File: src/lpkt_pkg.sv
// shared definitions for the linear probe keyword table
// result codes, default sizes and the controller/datapath command and status words
// no dependencies
package lpkt_pkg;

    localparam int unsigned TABLE_SIZE_DEF = 977;
    localparam int unsigned KEY_BYTES_DEF  = 8;

    localparam int unsigned SLOT_W  = 12;
    localparam int unsigned TYPE_W  = 16;
    localparam int unsigned VALUE_W = 32;
    localparam int unsigned HDL_W   = 16;

    typedef enum logic [1:0] {
        ST_FOUND     = 2'd0,
        ST_INSERTED  = 2'd1,
        ST_NOT_FOUND = 2'd2,
        ST_OVERFLOW  = 2'd3
    } t_status;

    // commands from the controller to the datapath
    typedef struct packed {
        logic    take_in;    // latch the input word and its hash
        logic    load_home;  // probe pointer to the home slot
        logic    rd_en;      // read the slot under the probe pointer
        logic    step_pos;   // advance the probe pointer with wrap
        logic    clr_write;  // clear the slot under the pointer
        logic    load_out;   // fill the output register
        t_status res;        // result code for load_out
    } t_dp_cmd;

    // status from the datapath to the controller
    typedef struct packed {
        logic rd_valid;    // slot just read is occupied
        logic key_match;   // slot just read holds the key
        logic probe_last;  // every slot has been visited
        logic pos_last;    // pointer at the top slot
        logic table_full;  // one more entry would fill the table
        logic is_lookup;   // current word is a lookup
    } t_dp_stat;

endpackage

File: src/lpkt_ctrl.sv
// sequencing state machine of the keyword table
// drives datapath commands, the input stall and the output valid
// depends on lpkt_pkg
module lpkt_ctrl
    import lpkt_pkg::*;
(
    input  logic     i_clk,
    input  logic     i_rst_n,
    input  logic     i_valid,
    output logic     o_stall,
    output logic     o_valid,
    input  logic     i_stall,
    output t_dp_cmd  o_cmd,
    input  t_dp_stat i_stat
);

    typedef enum logic [2:0] {
        S_CLEAR,
        S_IDLE,
        S_MUL,
        S_RED,
        S_HOME,
        S_READ,
        S_CHECK
    } t_state;

    t_state  r_state, n_state;
    logic    r_out_valid;
    logic    w_out_free;
    t_dp_cmd w_cmd;

    assign w_out_free = !r_out_valid || !i_stall;

    always_comb begin
        w_cmd   = '0;
        n_state = r_state;
        unique case (r_state)
            S_CLEAR: begin
                w_cmd.clr_write = 1'b1;
                w_cmd.step_pos  = 1'b1;
                if (i_stat.pos_last) n_state = S_IDLE;
            end
            S_IDLE: begin
                if (i_valid) begin
                    w_cmd.take_in = 1'b1;
                    n_state       = S_MUL;
                end
            end
            S_MUL:  n_state = S_RED;
            S_RED:  n_state = S_HOME;
            S_HOME: begin
                w_cmd.load_home = 1'b1;
                n_state         = S_READ;
            end
            S_READ: begin
                w_cmd.rd_en = 1'b1;
                n_state     = S_CHECK;
            end
            S_CHECK: begin
                if (i_stat.rd_valid && !i_stat.key_match && !i_stat.probe_last) begin
                    w_cmd.step_pos = 1'b1;
                    n_state        = S_READ;
                end else if (w_out_free) begin
                    w_cmd.load_out = 1'b1;
                    n_state        = S_IDLE;
                    priority if (i_stat.rd_valid && i_stat.key_match) begin
                        w_cmd.res = ST_FOUND;
                    end else if (i_stat.is_lookup) begin
                        w_cmd.res = ST_NOT_FOUND;
                    end else if (i_stat.rd_valid || i_stat.table_full) begin
                        // whole table probed or no room left
                        w_cmd.res = ST_OVERFLOW;
                    end else begin
                        w_cmd.res = ST_INSERTED;
                    end
                end
            end
            default: n_state = S_IDLE;
        endcase
    end

    always_ff @(posedge i_clk) begin
        if (!i_rst_n) begin
            r_state     <= S_CLEAR;
            r_out_valid <= 1'b0;
        end else begin
            r_state <= n_state;
            if (w_cmd.load_out) r_out_valid <= 1'b1;
            else if (!i_stall) r_out_valid <= 1'b0;
        end
    end

    assign o_cmd   = w_cmd;
    assign o_stall = (r_state != S_IDLE);
    assign o_valid = r_out_valid;

endmodule

File: config.mk
export PLATFORM = sky130hd
export DESIGN_NAME = lpkt_ctrl
export DESIGN_NICKNAME = d
export VERILOG_FILES = /design/src/lpkt_pkg.sv /design/src/lpkt_ctrl.sv
export SDC_FILE = /design/constraint.sdc
export NUM_CORES = 1
export LEC_CHECK = 0
export BUFFER_PORTS_ARGS = -buffer_cell sky130_fd_sc_hd__buf_2
export CORE_AREA = 3 3 40 42
export CTS_CLUSTER_DIAMETER = 50
export CTS_CLUSTER_SIZE = 8
export DETAILED_ROUTE_END_ITERATION = 7
export DIE_AREA = 0 0 43 45
export PLACE_DENSITY = 0.49
export SLEW_MARGIN = 10
export SYNTH_ARGS = -nofsm -noshare
export SYNTH_HDL_FRONTEND = slang
export SYNTH_SLANG_ARGS = --single-unit
File: constraint.sdc
create_clock -name i_clk -period 2.7 [get_ports i_clk]
set_input_delay 0.135 -clock i_clk [delete_from_list [all_inputs] [get_ports i_clk]]
set_output_delay 0.135 -clock i_clk [all_outputs]
set_load 0.01 [all_outputs]
==> results.cfg, run 1 <==
[run_status]
status = finished, final reports clean

[clocking]
hold_buffers = 0
clock_path_buffers = 2
clk_pin_slew_ps = 40
htreeDepth = 1
clock_sinks = 4
numCtsBuffers = 3
cts_tree = done
ctsRootBufferMaster = clkbuf_4
postCtsSetupRepairBufs = 0
cts_resized = 0
insertion_delay_ps = 230

[placement]
port_buffers = 19
place_hpwl_um = 608
place.gp.congestion = 0.709

[layout]
drive_gt1_frac = 0.365
layout-area-overhead-vs-synth_pct = 37.1
fin_nets = 75
mostFrequentLayoutCells = buf_2 (19), nor2_1 (7), nand2_1 (6)
diodes = 0
final_util = 0.331
fillers = 151
final_common_cell = buf_2

[setup_path]
reg2reg_slack_ps = 1480
worstPathArrival_ps = 1340
rr_endpoint = r_state[0]$_SDFFE_PN0P_
r2r_start = r_state[1]$_SDFFE_PN0P_
worstPathMaxFanout = 9
start_kind = flip-flop
rr_worst_depth = 3
path_class = reg2out
end_kind = output port
required_ps = 2570

[sta]
post-route-period-util = 0.546
max_freq_ghz = 0.679
setup_viol_count_final = 0
rsz0062_at_grt = false
worstMarginPinSlew_ps = 301
drv_slew = 0
hold_viol_final = 0
relSlewSlack = 0.797
fin_skew_ps = 0.685
min_period_ps = 1470
fin_setup_tns_ps = 0

[yosys]
ys.warnings.count = 0
avgSynthCellArea_um2 = 7.05
synth.net_count = 54
yosysSeqAreaShare = 0.258
synth_cell_types = 23
netlist_area_um2 = 310
syn_inst = 44
synth-seq-cells = 4

[floorplan]
rows = 13
dieHeight_um = 45
dieArea_um2 = 1940
io_pins = 20
die_w_um = 43
start_util = 0.241
core-area_um2 = 1280

[min_path]
whs_path_depth = 2
min_to = r_state[2]$_SDFFE_PN0P_
hold_start = i_rst_n
hp-class = in2reg

[power_and_ir_drop]
peakVddDrop_v = 0.000237
p_leak_nw = 0.220
p_per_area_nw_per_um2 = 731

[global_route]
grt_antenna_before_repair = 0
grt_pass1_vias = 313
track_usage = 0.0908
grt-ovfl-total = 0
grt_pass1_wl_mm = 1.30
grt_max_degree = 10

[route]
drt-initial-drc-count = 3
num_vias = 367
routedWlPerCell_um = 9.83
drc = 0
dr.pass1.iters = 2
wl_um = 767
vias_per_cell = 4.71
ant_nets = 0

[run]
drv_cap = 0
==> through the flow <==
| step | cell area (um^2) | hold WS (ps) | power, mW | setup WS (ps) | instances |
|---|---|---|---|---|---|
| floorplan | 310 | 268 | 0.195 | 1580 | 44 |
| global placement | 403 | 433 | 0.240 | 1460 | 75 |
| detailed placement | 403 | 431 | 0.240 | 1470 | 75 |
| CTS | 425 | 183 | 0.317 | 1210 | 78 |
| global route | 425 | 191 | 0.341 | 1080 | 78 |
| finish | 425 | 188 | 0.311 | 1230 | 78 |
==> worst max-delay path by stage <==
stage | startpoint | end | slack, ps | depth (start not counted)
final | r_state[1]$_SDFFE_PN0P_ | o_cmd[1] | 1230 | 4
after global routing | r_state[1]$_SDFFE_PN0P_ | o_cmd[1] | 1080 | 4
after CTS | r_state[1]$_SDFFE_PN0P_ | o_cmd[1] | 1210 | 4
after detailed placement | i_stat[4] | o_cmd[4] | 1470 | 5
after global placement | r_state[1]$_SDFFE_PN0P_ | o_cmd[1] | 1460 | 4
after floorplan | r_state[1]$_SDFFE_PN0P_ | o_cmd[7] | 1580 | 4
==> cell usage after synthesis (all sizes together) <==
cell type,n,share of area
nor2,7,0.085
nand2,6,0.073
dfxtp,4,0.26
buf,3,0.069
inv,3,0.036
nor3,3,0.048
a21oi,2,0.044
nand2b,2,0.040
nand4,2,0.040
a21boi,1,0.024
a31oi,1,0.020
a41o,1,0.032
and3b,1,0.028
nand3,1,0.016
nor4b,1,0.028
o211a,1,0.032
o21a,1,0.024
o21ai,1,0.016
o311ai,1,0.028
or3b,1,0.028
xor2,1,0.028
==> power breakdown <==
group          total (mW)  internal (mW)  switching (mW)  leakage, nW
clock network      0.0735         0.0497          0.0238       0.0138
registers           0.106         0.0736          0.0324       0.0327
logic               0.132         0.0656          0.0661        0.173
==> per-layer routing <==
metal  GRT usage  vias to the layer above  wire length [um]
met5           0                        -                 0
met1       0.118                      153               355
met3      0.0558                        0               116
met2       0.120                       20               296
li1            -                      194                 -
met4      0.0361                        0                 0
==> cell type report <==
| type | instances | area, um^2 | area share |
|---|---|---|---|
| Clock buffer | 3 | 22.5 | 0.0529 |
| Tap cell | 15 | 18.8 | 0.0441 |
| Sequential cell | 4 | 80.1 | 0.188 |
| Timing Repair Buffer | 19 | 95.1 | 0.224 |
| Multi-Input combinational cell | 34 | 198 | 0.465 |
| Inverter | 3 | 11.3 | 0.0265 |
==> worst max-delay path: stages (launching register included) <==
cell and delay, ps:
dfxtp_1 480, and3b_1 260, nand4_1 120, nor2_1 110, buf_2 130
==> sequential cells by signal, summed over array words and instances, names as in the netlist <==
name	count
r_state	3
o_valid	1
==> cells by family (layout without fill, tap and decap cells) <==
group           Yosys count  count (layout)  synth area share
compound gates            9               9             0.222
simple gates             24              24             0.387
buf+inv                   6              25             0.105
flops                     4               4             0.258
xor+xnor                  1               1            0.0282
Note: power is estimated with default switching activity, not from simulation.
==> run 2: changes to the inputs <==
- ABC_AREA: default -> 1
- PLACE_DENSITY: 0.49 -> 0.5
- clock period: 2.7 -> 1.4 ns (I/O delays scaled with it)
==> run 2 against run 1 <==
Net effect:
- setup slack got worse by 1100 ps
- critical endpoint unchanged
- critical path depth rose by 3
- flip-flop and latch count did not move
- register-to-register slack got worse by 1200 ps
- critical path type unchanged
==> results.cfg, run 2 <==
[run_status]
status = finished, final reports clean

[setup_path]
worstPathArrival_ps = 1220
path_class = reg2out
end_kind = output port
rr_endpoint = r_state[1]$_SDFFE_PN0P_
r2r_start = r_state[0]$_SDFFE_PN0P_
rr_worst_depth = 6
start_kind = flip-flop
worstPathMaxFanout = 5
crit_path_start = r_state[1]$_SDFFE_PN0P_
required_ps = 1330
reg2reg_slack_ps = 260

[sta]
relSlewSlack = 0.784
drv_slew = 0
max_freq_ghz = 0.774
setup_viol_count_final = 0
fin_setup_tns_ps = 0
rsz0062_at_grt = false
post-route-period-util = 0.923
hold_viol_final = 0
min_period_ps = 1290
worstMarginPinSlew_ps = 324
holdWs_ps = 61.9
fin_skew_ps = 1.86

[clocking]
clock_path_buffers = 2
cts_tree = done
numCtsBuffers = 3
clk_pin_slew_ps = 40
ctsRootBufferMaster = clkbuf_4
htreeDepth = 1
insertion_delay_ps = 230
clock_sinks = 4
hold_buffers = 0

[layout]
final_common_cell = buf_2
layout-area-overhead-vs-synth_pct = 46.1
drive_gt1_frac = 0.419
diodes = 0
top_register = r_state
fin_nets = 86
largest_reg_flops = 3
mostFrequentLayoutCells = buf_2 (19), inv_1 (11), nand2_1 (9)

[yosys]
synthArstFlopShare = 0
synth_top_area_cell = dfxtp_1
avgSynthCellArea_um2 = 6.11
yosysSeqAreaShare = 0.252
synth_commonest_cells = inv_1 (11), nand2_1 (9), nor2_1 (8), dfxtp_1 (4)
ys.warnings.count = 0
synth_cell_types = 15
netlist_area_um2 = 318
synth_top_area_share = 0.252
synth.net_count = 62
syn_inst = 52
synth-seq-cells = 4
netlist_top_cells_area = dfxtp_1 (25%), inv_1 (13%), nand2_1 (11%), nor2_1 (9.4%), nor2_4 (7.1%)
yosysMostFrequentCell = inv_1
synth_edf_count = 0
synthFlopType = dfxtp_1

[placement]
port_buffers = 19
place_hpwl_um = 626
place.gp.congestion = 0.749

[min_path]
min_to = r_state[1]$_SDFFE_PN0P_
hp-class = in2reg
whs_path_depth = 3
hold_start = i_rst_n

[route]
num_vias = 397
routedWlPerCell_um = 8.47
ant_nets = 0
vias_per_cell = 4.46
drc = 0
drt-initial-drc-count = 12
wl_um = 754
dr.pass1.iters = 4

[floorplan]
io_pins = 20
dieArea_um2 = 1940
core-area_um2 = 1280
dieHeight_um = 45
start_util = 0.247
rows = 13
die_w_um = 43

[global_route]
grt_max_degree = 9
track_usage = 0.0781
grt_antenna_before_repair = 0
grt-ovfl-total = 0
grt_pass1_wl_mm = 1.11
grt_pass1_vias = 292

[power_and_ir_drop]
power.total_uw = 395
peakVddDrop_v = 0.000362
p_per_area_nw_per_um2 = 850
p_leak_nw = 0.284

[run]
drv_cap = 0
[run 2: worst max-delay path by stage]
| stage | endpoint | slack (ps) | cells after the start |
|---|---|---|---|
| finish | o_cmd[1] | 110 | 7 |
| global route | o_cmd[1] | 0.8 | 7 |
| CTS | o_cmd[1] | 8 | 7 |
| detailed placement | o_cmd[1] | 260 | 7 |
| global placement | o_cmd[0] | 250 | 7 |
| floorplan | o_cmd[0] | 330 | 6 |
[run 2: final cells by class]
cell class	instances	area, um^2
inverter	11	41.3
multi-input combinational	36	194
timing repair buffer	20	103
fill	158	821
sequential	4	85.1
clock buffer	3	22.5
tap	15	18.8
[run 2: timing repair]
action | in CTS | in global routing
resized for setup | 0 | 4
setup buffers | 0 | 1
endpoints found under the setup margin | 0 | 2
[run 2: logic make-up after synthesis]
group / Yosys count / share of synthesized area
flops: 4 / 0.252
compound gates: 5 / 0.0906
buf+inv: 12 / 0.154
simple gates: 31 / 0.504
[run 2: worst max-delay path, stage by stage, from the launching register on]
cell	delay (ps)
dfxtp_4	370
nand2_4	70
nor2_4	120
nand2_2	80
nor2_4	100
nand2_2	50
nor2_1	70
buf_2	130
[run 2: metrics by stage]
stage | cells | area (um^2) | utilization | setup slack, ps
3_3_place_gp | 85 | 424 | 0.330 | 248
4_1_cts | 88 | 447 | 0.348 | 8.17
6_report | 89 | 464 | 0.361 | 108
3_5_place_dp | 85 | 424 | 0.330 | 263
2_1_floorplan | 52 | 318 | - | 329
5_1_grt | 89 | 464 | 0.361 | 0.838
[run 2: layer usage]
metal	up-vias	wire length (um)	track usage
met5	-	0	0
met4	0	0	0.0542
met3	0	75	0.0239
met2	15	379	0.123
met1	175	298	0.0911
li1	207	-	-
[run 2: where the power goes]
| part | internal, mW | switching (mW) |
|---|---|---|
| clock network | 0.0957 | 0.0445 |
| logic | 0.0487 | 0.0634 |
| registers | 0.124 | 0.0180 |
| total | 0.269 | 0.126 |
